### src/design/pts_pkg.sv
// widths and codes of the preemptive tick scheduler
package pts_pkg;

  localparam int OP_W    = 2;
  localparam int SLOT_W  = 4;
  localparam int PRIO_W  = 8;
  localparam int PADDR_W = 3;
  localparam int PDATA_W = 32;

  typedef enum logic [OP_W-1:0] {
    OP_LOAD  = 2'd0,
    OP_TICK  = 2'd1,
    OP_CLEAR = 2'd2
  } op_e;

  localparam logic [PADDR_W-3:0] REG_KEY_MODE = '0;

endpackage

### src/design/pts_ram.sv
// generic single-write, single-read ram with registered read data
module pts_ram #(
  parameter int WIDTH = 72,
  parameter int DEPTH = 16
) (
  input  logic                     clk_i,
  input  logic                     we_i,
  input  logic [$clog2(DEPTH)-1:0] waddr_i,
  input  logic [WIDTH-1:0]         wdata_i,
  input  logic [$clog2(DEPTH)-1:0] raddr_i,
  output logic [WIDTH-1:0]         rdata_o
);

  logic [WIDTH-1:0] mem_q [DEPTH];
  logic [WIDTH-1:0] rdata_q;

  always_ff @(posedge clk_i) begin
    if (we_i) begin
      mem_q[waddr_i] <= wdata_i;
    end
    rdata_q <= mem_q[raddr_i];
  end

  assign rdata_o = rdata_q;

endmodule

### src/design/preemptive_tick_scheduler_unit.sv
// preemptive tick scheduler: slot table in ram, serial scan, bit-serial metric subtractors
// a tick runs scan, drain, read, update and output; when the picked slot completes, a metric
// step runs between update and output; the scan reads one slot per cycle from the ram and the
// completion metrics come out of bit-serial subtractors, one bit per cycle
// load, clear and unused codes go straight to the output step
// reset clears loaded and started marks, the time counter and key_mode; no clearing pass
module preemptive_tick_scheduler_unit #(
  parameter int NUM_SLOTS = 16,
  parameter int TIME_BITS = 16
) (
  input  logic                         clk_i,
  input  logic                         rst_ni,
  input  logic                         psel,
  input  logic                         penable,
  input  logic                         pwrite,
  input  logic [pts_pkg::PADDR_W-1:0]  paddr,
  input  logic [pts_pkg::PDATA_W-1:0]  pwdata,
  output logic [pts_pkg::PDATA_W-1:0]  prdata,
  output logic                         pready,
  input  logic                         in_valid_i,
  output logic                         in_stall_o,
  input  logic [pts_pkg::OP_W-1:0]     op_i,
  input  logic [pts_pkg::SLOT_W-1:0]   slot_i,
  input  logic [TIME_BITS-1:0]         burst_i,
  input  logic [TIME_BITS-1:0]         arrival_i,
  input  logic [pts_pkg::PRIO_W-1:0]   priority_req_i,
  output logic                         out_valid_o,
  input  logic                         out_stall_i,
  output logic                         ran_valid_o,
  output logic [pts_pkg::SLOT_W-1:0]   ran_slot_o,
  output logic                         finished_o,
  output logic [TIME_BITS-1:0]         finish_time_o,
  output logic [TIME_BITS-1:0]         response_time_o,
  output logic [TIME_BITS-1:0]         turnaround_time_o,
  output logic [TIME_BITS-1:0]         waiting_time_o,
  output logic                         all_done_o,
  output logic [TIME_BITS-1:0]         current_time_o
);
  import pts_pkg::*;

  localparam int IDX_W     = $clog2(NUM_SLOTS);
  localparam int EXT_W     = IDX_W + SLOT_W;
  localparam int BIT_W     = $clog2(TIME_BITS);
  localparam int WORD_W    = 4 * TIME_BITS + PRIO_W;
  localparam int FS_LSB    = 0;
  localparam int REM_LSB   = TIME_BITS;
  localparam int PRIO_LSB  = 2 * TIME_BITS;
  localparam int ARR_LSB   = 2 * TIME_BITS + PRIO_W;
  localparam int BURST_LSB = 3 * TIME_BITS + PRIO_W;

  localparam logic [IDX_W-1:0]     LAST_IDX = IDX_W'(NUM_SLOTS - 1);
  localparam logic [BIT_W-1:0]     LAST_BIT = BIT_W'(TIME_BITS - 1);
  localparam logic [TIME_BITS-1:0] TIME_MAX = {TIME_BITS{1'b1}};
  localparam logic [TIME_BITS-1:0] ONE_T    = TIME_BITS'(1);
  localparam logic [IDX_W-1:0]     ONE_IDX  = IDX_W'(1);
  localparam logic [BIT_W-1:0]     ONE_BIT  = BIT_W'(1);

  localparam logic [2:0] ST_IDLE  = 3'd0;
  localparam logic [2:0] ST_SCAN  = 3'd1;
  localparam logic [2:0] ST_DRAIN = 3'd2;
  localparam logic [2:0] ST_RD    = 3'd3;
  localparam logic [2:0] ST_UPD   = 3'd4;
  localparam logic [2:0] ST_METR  = 3'd5;
  localparam logic [2:0] ST_OUT   = 3'd6;

  // control state
  logic [2:0]           state_q;
  logic [IDX_W-1:0]     cnt_q;
  logic                 eval_q;
  logic [IDX_W-1:0]     eval_idx_q;
  logic                 found_q;
  logic [TIME_BITS-1:0] best_q;
  logic [IDX_W-1:0]     pick_q;
  logic [TIME_BITS-1:0] now_q;
  logic [NUM_SLOTS-1:0] live_q;
  logic [NUM_SLOTS-1:0] started_q;
  logic                 key_mode_q;
  logic                 ran_valid_q;
  logic                 finished_q;
  logic [BIT_W-1:0]     bit_q;
  logic                 out_valid_q;

  // serial datapath
  logic [TIME_BITS-1:0] sh_now_q, sh_fs_q, sh_arr_q, sh_burst_q;
  logic [TIME_BITS-1:0] resp_sr_q, tat_sr_q, wait_sr_q, fin_time_q;
  logic                 br_resp_q, br_tat_q, br_wait_q;

  // output word
  logic                 ran_valid_q2, finished_q2, all_done_q;
  logic [SLOT_W-1:0]    ran_slot_q;
  logic [TIME_BITS-1:0] finish_time_q, response_time_q, turnaround_time_q;
  logic [TIME_BITS-1:0] waiting_time_q, current_time_q;

  // ram
  logic               wr_en;
  logic [IDX_W-1:0]   wr_addr;
  logic [WORD_W-1:0]  wr_data;
  logic [IDX_W-1:0]   rd_addr;
  logic [WORD_W-1:0]  rd_data;

  logic [TIME_BITS-1:0] rd_fs, rd_rem, rd_arr, rd_burst;
  logic [PRIO_W-1:0]    rd_prio;

  logic                 in_acc, cfg_wr;
  logic [EXT_W-1:0]     slot_ext, pick_ext;
  logic                 slot_ok;
  logic [IDX_W-1:0]     slot_idx;
  logic [TIME_BITS-1:0] key, rem_new, fs_eff, now_next;
  logic                 eligible, take, out_free;
  logic                 resp_bit, tat_bit, wait_bit;
  logic                 br_resp_n, br_tat_n, br_wait_n;

  pts_ram #(
    .WIDTH (WORD_W),
    .DEPTH (NUM_SLOTS)
  ) u_slot_ram (
    .clk_i   (clk_i),
    .we_i    (wr_en),
    .waddr_i (wr_addr),
    .wdata_i (wr_data),
    .raddr_i (rd_addr),
    .rdata_o (rd_data)
  );

  assign rd_fs    = rd_data[FS_LSB +: TIME_BITS];
  assign rd_rem   = rd_data[REM_LSB +: TIME_BITS];
  assign rd_prio  = rd_data[PRIO_LSB +: PRIO_W];
  assign rd_arr   = rd_data[ARR_LSB +: TIME_BITS];
  assign rd_burst = rd_data[BURST_LSB +: TIME_BITS];

  assign in_acc   = in_valid_i && !in_stall_o;
  assign cfg_wr   = psel && penable && pwrite && pready;
  assign slot_ext = EXT_W'(slot_i);
  assign slot_ok  = slot_ext < EXT_W'(NUM_SLOTS);
  assign slot_idx = slot_ext[IDX_W-1:0];
  assign pick_ext = EXT_W'(pick_q);
  assign out_free = !out_valid_q || !out_stall_i;

  // scan compare: evaluates the word read in the cycle before
  assign key      = key_mode_q ? TIME_BITS'(rd_prio) : rd_rem;
  assign eligible = eval_q && live_q[eval_idx_q] && (rd_arr <= now_q);
  assign take     = eligible && (!found_q || (key < best_q));

  assign rem_new  = rd_rem - ONE_T;
  assign fs_eff   = started_q[pick_q] ? rd_fs : now_q;
  assign now_next = (now_q != TIME_MAX) ? (now_q + ONE_T) : now_q;

  // bit-serial subtractors, lsb first
  assign resp_bit  = sh_fs_q[0] ^ sh_arr_q[0] ^ br_resp_q;
  assign br_resp_n = (~sh_fs_q[0] & sh_arr_q[0]) | (~(sh_fs_q[0] ^ sh_arr_q[0]) & br_resp_q);
  assign tat_bit   = sh_now_q[0] ^ sh_arr_q[0] ^ br_tat_q;
  assign br_tat_n  = (~sh_now_q[0] & sh_arr_q[0]) | (~(sh_now_q[0] ^ sh_arr_q[0]) & br_tat_q);
  assign wait_bit  = tat_bit ^ sh_burst_q[0] ^ br_wait_q;
  assign br_wait_n = (~tat_bit & sh_burst_q[0]) | (~(tat_bit ^ sh_burst_q[0]) & br_wait_q);

  always_comb begin
    wr_en   = 1'b0;
    wr_addr = pick_q;
    wr_data = {rd_burst, rd_arr, rd_prio, rem_new, fs_eff};
    rd_addr = (state_q == ST_SCAN) ? cnt_q : pick_q;
    if (state_q == ST_IDLE && in_acc && op_i == OP_LOAD && slot_ok) begin
      wr_en   = 1'b1;
      wr_addr = slot_idx;
      wr_data = {burst_i, arrival_i, priority_req_i, burst_i, {TIME_BITS{1'b0}}};
    end else if (state_q == ST_UPD && found_q) begin
      wr_en = 1'b1;
    end
  end

  always_ff @(posedge clk_i or negedge rst_ni) begin
    if (!rst_ni) begin
      state_q     <= ST_IDLE;
      cnt_q       <= '0;
      eval_q      <= 1'b0;
      eval_idx_q  <= '0;
      found_q     <= 1'b0;
      best_q      <= '0;
      pick_q      <= '0;
      now_q       <= '0;
      live_q      <= '0;
      started_q   <= '0;
      key_mode_q  <= 1'b0;
      ran_valid_q <= 1'b0;
      finished_q  <= 1'b0;
      bit_q       <= '0;
      out_valid_q <= 1'b0;
    end else begin
      eval_q     <= (state_q == ST_SCAN);
      eval_idx_q <= cnt_q;
      if (take) begin
        found_q <= 1'b1;
        best_q  <= key;
        pick_q  <= eval_idx_q;
      end
      if (cfg_wr && paddr[PADDR_W-1:2] == REG_KEY_MODE) begin
        key_mode_q <= pwdata[0];
      end
      if (out_valid_q && !out_stall_i) begin
        out_valid_q <= 1'b0;
      end
      case (state_q)
        ST_IDLE: begin
          if (in_acc) begin
            ran_valid_q <= 1'b0;
            finished_q  <= 1'b0;
            case (op_i)
              OP_LOAD: begin
                if (slot_ok) begin
                  live_q[slot_idx]    <= (burst_i != '0);
                  started_q[slot_idx] <= 1'b0;
                end
                state_q <= ST_OUT;
              end
              OP_TICK: begin
                cnt_q   <= '0;
                found_q <= 1'b0;
                state_q <= ST_SCAN;
              end
              OP_CLEAR: begin
                live_q    <= '0;
                started_q <= '0;
                now_q     <= '0;
                state_q   <= ST_OUT;
              end
              default: begin
                state_q <= ST_OUT;
              end
            endcase
          end
        end
        ST_SCAN: begin
          if (cnt_q == LAST_IDX) begin
            state_q <= ST_DRAIN;
          end else begin
            cnt_q <= cnt_q + ONE_IDX;
          end
        end
        ST_DRAIN: begin
          state_q <= ST_RD;
        end
        ST_RD: begin
          state_q <= ST_UPD;
        end
        ST_UPD: begin
          now_q       <= now_next;
          ran_valid_q <= found_q;
          finished_q  <= found_q && (rem_new == '0);
          bit_q       <= '0;
          if (found_q) begin
            live_q[pick_q]    <= (rem_new != '0);
            started_q[pick_q] <= 1'b1;
          end
          state_q <= (found_q && rem_new == '0) ? ST_METR : ST_OUT;
        end
        ST_METR: begin
          if (bit_q == LAST_BIT) begin
            state_q <= ST_OUT;
          end else begin
            bit_q <= bit_q + ONE_BIT;
          end
        end
        ST_OUT: begin
          if (out_free) begin
            out_valid_q <= 1'b1;
            state_q     <= ST_IDLE;
          end
        end
        default: begin
          state_q <= ST_IDLE;
        end
      endcase
    end
  end

  // operand and result shift registers of the metric subtractors
  always_ff @(posedge clk_i) begin
    if (state_q == ST_UPD) begin
      sh_now_q   <= now_next;
      sh_fs_q    <= fs_eff;
      sh_arr_q   <= rd_arr;
      sh_burst_q <= rd_burst;
      fin_time_q <= now_next;
      br_resp_q  <= 1'b0;
      br_tat_q   <= 1'b0;
      br_wait_q  <= 1'b0;
    end else if (state_q == ST_METR) begin
      sh_now_q   <= sh_now_q >> 1;
      sh_fs_q    <= sh_fs_q >> 1;
      sh_arr_q   <= sh_arr_q >> 1;
      sh_burst_q <= sh_burst_q >> 1;
      resp_sr_q  <= {resp_bit, resp_sr_q[TIME_BITS-1:1]};
      tat_sr_q   <= {tat_bit, tat_sr_q[TIME_BITS-1:1]};
      wait_sr_q  <= {wait_bit, wait_sr_q[TIME_BITS-1:1]};
      br_resp_q  <= br_resp_n;
      br_tat_q   <= br_tat_n;
      br_wait_q  <= br_wait_n;
    end
  end

  // output word; a final borrow means the difference floors at zero
  always_ff @(posedge clk_i) begin
    if (state_q == ST_OUT && out_free) begin
      ran_valid_q2      <= ran_valid_q;
      ran_slot_q        <= ran_valid_q ? pick_ext[SLOT_W-1:0] : '0;
      finished_q2       <= finished_q;
      finish_time_q     <= finished_q ? fin_time_q : '0;
      response_time_q   <= (finished_q && !br_resp_q) ? resp_sr_q : '0;
      turnaround_time_q <= (finished_q && !br_tat_q) ? tat_sr_q : '0;
      waiting_time_q    <= (finished_q && !br_tat_q && !br_wait_q) ? wait_sr_q : '0;
      all_done_q        <= ~|live_q;
      current_time_q    <= now_q;
    end
  end

  assign in_stall_o        = (state_q != ST_IDLE);
  assign out_valid_o       = out_valid_q;
  assign ran_valid_o       = ran_valid_q2;
  assign ran_slot_o        = ran_slot_q;
  assign finished_o        = finished_q2;
  assign finish_time_o     = finish_time_q;
  assign response_time_o   = response_time_q;
  assign turnaround_time_o = turnaround_time_q;
  assign waiting_time_o    = waiting_time_q;
  assign all_done_o        = all_done_q;
  assign current_time_o    = current_time_q;

  assign pready = 1'b1;
  assign prdata = (paddr[PADDR_W-1:2] == REG_KEY_MODE) ? PDATA_W'(key_mode_q) : '0;

endmodule

### config.mk
export PLATFORM = sky130hd
export DESIGN_NAME = preemptive_tick_scheduler_unit
export DESIGN_NICKNAME = d
export VERILOG_FILES = /design/src/design/pts_pkg.sv /design/src/design/pts_ram.sv /design/src/design/preemptive_tick_scheduler_unit.sv
export SDC_FILE = /design/constraint.sdc
export NUM_CORES = 2
export LEC_CHECK = 0
export ABC_AREA = 1
export BUFFER_PORTS_ARGS = -buffer_cell sky130_fd_sc_hd__buf_2
export CAP_MARGIN = 10
export CORE_ASPECT_RATIO = 1.25
export CORE_MARGIN = 3
export CORE_UTILIZATION = 49
export DETAILED_ROUTE_END_ITERATION = 6
export GPL_TIMING_DRIVEN = 0
export PLACE_DENSITY = 0.62
export SLEW_MARGIN = 20
export SYNTH_ARGS = -nofsm -noshare
export SYNTH_HDL_FRONTEND = slang
export SYNTH_SLANG_ARGS = --single-unit
### constraint.sdc
create_clock -name clk_i -period 7.2 [get_ports clk_i]
set_input_delay 1.44 -clock clk_i [delete_from_list [all_inputs] [get_ports clk_i]]
set_output_delay 1.44 -clock clk_i [all_outputs]
set_load 0.01 [all_outputs]
After elaboration in Yosys (flattened, before gate mapping)
Memories as Yosys holds them, arrays and structs flattened. A register that Yosys moved wholly into a read port is not among the register bits.
Index checks and enable logic that the tools add are counted.
{"block": "op_classes", "addsub": 4, "order_cmp": 8, "n_eq_ne": 22, "mux": 65, "bitwise_logic": 26, "reduce_logical": 46}
{"op": "2-to-1 mux 16 bit", "n": 19}
{"op": "case mux 16 bit (2 select lines)", "n": 5}
{"op": "2-to-1 mux 72 bit", "n": 1}
{"op": "bitwise mux 16 bit", "n": 2}
{"op": "nonzero test 16 bit", "n": 2}
{"op": "2-to-1 mux 4 bit", "n": 6}
{"op": "case mux 3 bit (7 select lines)", "n": 1}
{"op": "less-than comparator 4 x 5 -> 1 bit, second input constant", "n": 4}
{"op": "logical AND 1 bit", "n": 19}
{"op": "2-to-1 mux 1 bit", "n": 17}
{"op": "adder 16 x 1 -> 16 bit, second input constant", "n": 1}
{"op": "AND 16 bit", "n": 1}
{"op": "<= comparator 16 bit", "n": 1}
{"op": "zero test 16 bit", "n": 1}
{"op": "less-than comparator 16 bit", "n": 1}
{"op": "inequality test 16 bit, second input constant", "n": 1}
{"op": "inverter 16 bit", "n": 1}
{"op": "OR 16 bit", "n": 1}
{"op": "case mux 4 bit (2 select lines)", "n": 2}
{"op": "OR reduction 16 bit", "n": 1}
{"op": "subtractor 16 x 1 -> 16 bit, second input constant", "n": 1}
{"op": "2-to-1 mux 3 bit", "n": 5}
{"op": "inequality test 2 bit, second input constant", "n": 6}
{"op": "equality test 3 bit, second input constant", "n": 3}
{"op": "28 further kinds", "n": 69}
{"block": "word_totals", "register_bits": 307, "ramBits": 1152, "inputBits": 88, "word_cells": 207, "memories": 1}
{"memory": "u_slot_ram.mem_q", "words": 16, "width": 72, "read_ports": 1, "rd_ports_with_merged_regs": 1, "wr": 1, "line": "pts_ram.sv:14", "source": "logic [WIDTH-1:0] mem_q [DEPTH];"}

Logic depth before layout (Yosys ltp)
{"block": "logic_depth", "depth_word": 10, "depth_mapped": 17, "ltp_nobuf": 15}

Hierarchy
Synthesis repeated with hierarchy kept, for this count alone.
{"block": "hier_totals", "cells_unflattened": 6486, "area_unflattened_um2": 66090.9}
{"module": "pts_ram", "instances": 1, "cells_each": 4731, "area_each_um2": 50708.6, "seq_area_each_um2": 36034.6}
{"module": "preemptive_tick_scheduler_unit", "instances": 1, "cells_each": 1755, "area_each_um2": 15382.3, "seq_area_each_um2": 8743.4}

Least setup slack after synthesis
No wires, ideal clock.
{"block": "synth_timing", "path_type": "input-to-reg", "start": "input port op_i[0] (netlist bit)", "end": "memory u_slot_ram.mem_q[0][0], enable pin", "setup_time_ns": 0.503, "t_arrival_ns": 5.486, "path_slack_ns": 1.211, "stages": 8, "n_path_buf": 1, "cell_sequence": "inv_1 > nand2_1 > nor3_2 > buf_2 > inv_1 > nand2_1 > nand3_1 > nor2_1"}
{"block": "synth_via", "elab_chain_len": 6}
{"element": "start, declared", "line": "preemptive_tick_scheduler_unit.sv:22", "source": "input logic [pts_pkg::OP_W-1:0] op_i,"}
{"element": "zero test 2 bit (*)", "line": "preemptive_tick_scheduler_unit.sv:161", "source": "if (state_q == ST_IDLE && in_acc && op_i == OP_LOAD && slot_ok) begin"}
{"element": "logical AND 1 bit (*) (2 in series)", "line": "preemptive_tick_scheduler_unit.sv:161"}
{"element": "2-to-1 mux 1 bit", "line": "preemptive_tick_scheduler_unit.sv:161"}
{"element": "2-to-1 mux 1 bit", "line": "pts_ram.sv:18", "source": "if (we_i) begin"}
{"element": "2-to-1 mux 1 bit (not written as such)", "line": "pts_ram.sv:19", "source": "mem_q[waddr_i] <= wdata_i;"}
{"element": "end, declared", "line": "pts_ram.sv:14"}
Mark *: on every way between the ends. The rest lies on a longest branch, timed or not.

Worst setup path after layout
{"block": "layout_timing", "start": "register state_q[0]", "end": "memory u_slot_ram.mem_q[15][61], enable pin"}
{"block": "layout_via", "elab_chain_len": 9}
{"element": "start, declared", "line": "preemptive_tick_scheduler_unit.sv:67", "source": "logic [2:0] state_q;"}
{"element": "start signal, assigned", "line": "preemptive_tick_scheduler_unit.sv:253", "source": "state_q <= (found_q && rem_new == '0) ? ST_METR : ST_OUT;"}
{"element": "nonzero test 3 bit", "line": "preemptive_tick_scheduler_unit.sv:315", "source": "assign in_stall_o = (state_q != ST_IDLE);"}
{"element": "zero test 1 bit", "line": "preemptive_tick_scheduler_unit.sv:131", "source": "assign in_acc = in_valid_i && !in_stall_o;"}
{"element": "logical AND 1 bit", "line": "preemptive_tick_scheduler_unit.sv:131"}
{"element": "logical AND 1 bit (3 in series)", "line": "preemptive_tick_scheduler_unit.sv:161"}
{"element": "2-to-1 mux 1 bit", "line": "preemptive_tick_scheduler_unit.sv:161"}
{"element": "2-to-1 mux 1 bit", "line": "pts_ram.sv:18"}
{"element": "2-to-1 mux 1 bit (not written as such)", "line": "pts_ram.sv:19"}
Parallel ways exist; a longest one is shown, timed or not.

==> impl_metrics.py <==
metrics = {
    "place": {
        "dp_hpwl_mm": 142,
        "routabilityCongestion": 0.894,
        "io_buffer_count": 144,
    },
    "logic_synthesis": {
        "yosysUniqueCellTypes": 41,
        "ys_seq_area_share_pct": 72.4,
        "synth_ff_type": "edfxtp_1",
        "yosys_warnings": 0,
        "syn_area_mm2": 0.0618,
        "synthArstFlopShare_pct": 5.81,
        "ys_top_cells_by_area": "edfxtp_1 66%, o21ai_0 6.3%, nor2_1 5.4%",
        "yosys.area_share.adder_pct": 0.826,
        "syn_inst": 5190,
        "synthMuxAreaShare_pct": 0,
        "synth-compound-area-share_pct": 11.7,
        "ys_ff_latch": 1531,
        "synth.top_cell.area_share_pct": 66.4,
        "yosys.area_share.simple_pct": 10.4,
        "synth_top_family_by_area": "compound AO/OA/AOI/OAI gates",
        "synth_area_leader_cell": "edfxtp_1",
        "syn_area_per_cell_um2": 11.9,
        "synthXorXnorAreaFrac_pct": 0.184,
        "synth_edf_count": 1367,
    },
    "clock_tree": {
        "insertion_delay_ns": 0.79,
        "clk_transition_reported_paths_ns": 0.06,
        "hold_buffers": 0,
        "numCtsBuffers": 147,
        "post_cts_buffers": 0,
        "clock-sinks": 1531,
        "cts_tree": "built",
        "htreeDepth": 4,
        "cts_root_buffer": "clkbuf_16",
        "cts-resized-gates": 0,
        "clockBufferDepth": 3,
    },
    "cells_and_area": {
        "drive_gt1_share_pct": 11.0,
        "largest_reg_flops": 1152,
        "syn2layout_area_growth_pct": 16.4,
        "layout.nets": 5748,
        "fin_util_pct": 57.5,
        "regMostFlops": "u_slot_ram.mem_q",
        "num-fill-cells": 10168,
    },
    "sta": {
        "fin_setup_tns_ns": 0,
        "worst_pin_slew_ns": 1.23,
        "rsz0062_at_grt": "no",
        "fmax_mhz": 220,
        "setup_viol": 0,
        "period_needed_ns": 4.54,
        "finalCritPeriodShare_pct": 63.0,
        "finalClockSkew_ns": 0.0309,
        "hold_viol": 0,
        "slew_viol_final": 0,
        "relSlewSlack_pct": 18.2,
    },
    "grt": {
        "met3_usage_pct": 6.37,
        "busiest_layer": "met2",
        "grt-ovfl-total": 0,
        "grt_use_total_pct": 30.7,
        "grt_antenna_before_repair": 8,
        "grt_pass1_wl_mm": 286,
        "grt_pass1_vias": 41514,
        "grt_use_met1_pct": 38.1,
        "grt_max_degree": 66,
        "use_met2_pct": 49.9,
    },
    "flow_run": {
        "max_cap_violations": 0,
    },
    "die": {
        "die_w_um": 324,
        "die_y_um": 403,
        "core_area_mm2": 0.125,
        "start_util_pct": 49.4,
        "dieArea_mm2": 0.130,
        "ioPinCount": 210,
        "rows": 145,
    },
    "drt": {
        "drc_errors": 4,
        "wl_per_cell_um": 27.4,
        "ant_nets": 0,
        "drt-total-wl_mm": 201,
        "firstDrtPassIters": 7,
        "via_count": 43479,
        "viasPerCell": 5.90,
        "drt_iter0_markers": 5404,
    },
    "worst_hold_path": {
        "hp-class": "reg -> reg",
        "holdPathStages": 0,
        "min_to": "eval_idx_q[1]$_DFF_PN0_",
        "hp-start": "cnt_q[1]$_DFFE_PN0P_",
    },
    "setup_path": {
        "cp_slowest_cell": "nor2_4",
        "path_max_fanout": 18,
        "worstSetupPathType": "reg -> reg",
        "reg2reg_setup_slack_ns": 2.66,
        "r2r-start": "state_q[0]$_DFFE_PN0P_",
        "startpoint_type": "flip-flop",
        "rr_worst_depth": 12,
        "arrival_ns": 5.00,
        "crit_required_ns": 7.67,
        "path_cells": "buf_2 -> nor3_2 -> nand2_1 -> nor3_2 -> buf_2 -> inv_1 -> nand2_1 -> nand3_1 -> nor2_4 -> buf_12 -> buf_16 -> buf_12",
        "worst_path_largest_cell_delay_ns": 0.78,
        "r2r_end": "u_slot_ram.mem_q[15][61]$_DFFE_PP_",
        "cp-end-kind": "flip-flop",
    },
    "power_and_ir_drop": {
        "p_leak_nw": 25.9,
        "irDropWorstVdd_mv": 0.272,
        "power_density_mw_per_mm2": 436,
    },
    "status": {
        "outcome": "finished with violations",
        "violations": "DRC",
    },
}
[per-layer routing]
layer	wire length, um	up-vias	part of all wire, %
li1	-	19213	-
met1	72000	21049	36
met2	96100	2614	48
met3	20100	599	10
met4	13200	4	6.6
met5	24	-	0.012
[cell families (layout without fill, tap and decap cells)]
logic type,Yosys count,after routing
compound gates,1288,1288
xor+xnor,13,13
fa+ha+maj,39,39
buf+inv,685,1205
flops,1531,1531
other cells,2,42
simple gates,1632,1632
[stage by stage]
stage	power, mW	setup WS, ns	hold slack (ns)	instances	area (um^2)
4_1_cts	31.2	2.70	0.419	7357	71900
5_1_grt	32.6	2.49	0.424	7358	71900
3_5_place_dp	23.4	1.94	0.393	7089	67000
3_3_place_gp	23.0	-4.01	0.396	6981	64700
2_1_floorplan	18.5	1.21	0.378	5220	61900
6_report	31.3	2.66	0.419	7367	71900
[layout by cell type (no fill, tap or decap), drive strengths merged, types with 11 or more instances in the layout]
| cell type | count |
|---|---|
| nand3 | 149 |
| conb | 32 |
| ha | 36 |
| dfrtp | 89 |
| xor2 | 13 |
| buf | 369 |
| nand2 | 550 |
| o21ai | 818 |
| nor2 | 894 |
| clkbuf | 406 |
| edfxtp | 1367 |
| bufinv | 12 |
| a21oi | 166 |
| nand4 | 11 |
| inv | 363 |
| dfxtp | 75 |
| clkinv | 51 |
| nor3 | 15 |
| o211ai | 291 |
[synthesized netlist by cell type, types with 24 or more instances]
library cell and n:
inv_1 353, buf_1 24, dfrtp_1 89, o211ai_1 291
dfxtp_1 75, o21ai_1 39, nand3_1 148, o21ai_0 777
clkbuf_1 208, edfxtp_1 1367, buf_4 32, ha_1 36
nor2_1 893, buf_2 61, nand2_1 550, a21oi_1 165
[how the worst max path moves through the flow]
stage / slack [ns] / from / to / cells past startpoint
after floorplan: 1.21 / op_i[0] / u_slot_ram.mem_q[0][0]$_DFFE_PP_ / 8
after global placement: -4.01 / op_i[0] / u_slot_ram.mem_q[12][51]$_DFFE_PP_ / 9
after detailed placement: 1.94 / op_i[0] / u_slot_ram.mem_q[15][51]$_DFFE_PP_ / 12
after CTS: 2.70 / state_q[0]$_DFFE_PN0P_ / u_slot_ram.mem_q[15][61]$_DFFE_PP_ / 12
after global routing: 2.49 / state_q[0]$_DFFE_PN0P_ / u_slot_ram.mem_q[15][51]$_DFFE_PP_ / 12
final: 2.66 / state_q[0]$_DFFE_PN0P_ / u_slot_ram.mem_q[15][61]$_DFFE_PP_ / 12
[worst max-delay path: cells and delay by family (launching register included)]
kind / cells / cell delay, ns
AND/OR/NAND/NOR: 6 / 2.31
buffers and inverters: 6 / 1.52
flip-flops: 1 / 0.36
[layout make-up]
class                           instances  area (um^2)  share of cell area [%]
Antenna cell                           10         25.0                  0.0348
Buffer                                325         1430                    1.99
Clock buffer                          198         4190                    5.82
Clock inverter                         70          671                   0.932
Inverter                              360         1350                    1.88
Multi-Input combinational cell       3004        14600                    20.3
Sequential cell                      1531        44800                    62.2
Tap cell                             1617         2020                    2.81
Timing Repair Buffer                  252         2870                    3.99
[power by group]
part / total (mW) / internal (mW) / switching (mW) / leakage (nW)
Combinational: 10.8 / 2.54 / 8.27 / 9.27
Sequential: 12.7 / 12.1 / 0.555 / 14.2
Clock: 7.84 / 4.51 / 3.33 / 2.40
Total: 31.3 / 19.2 / 12.2 / 25.9
No activity file was read; power rests on OpenSTA's default activity.
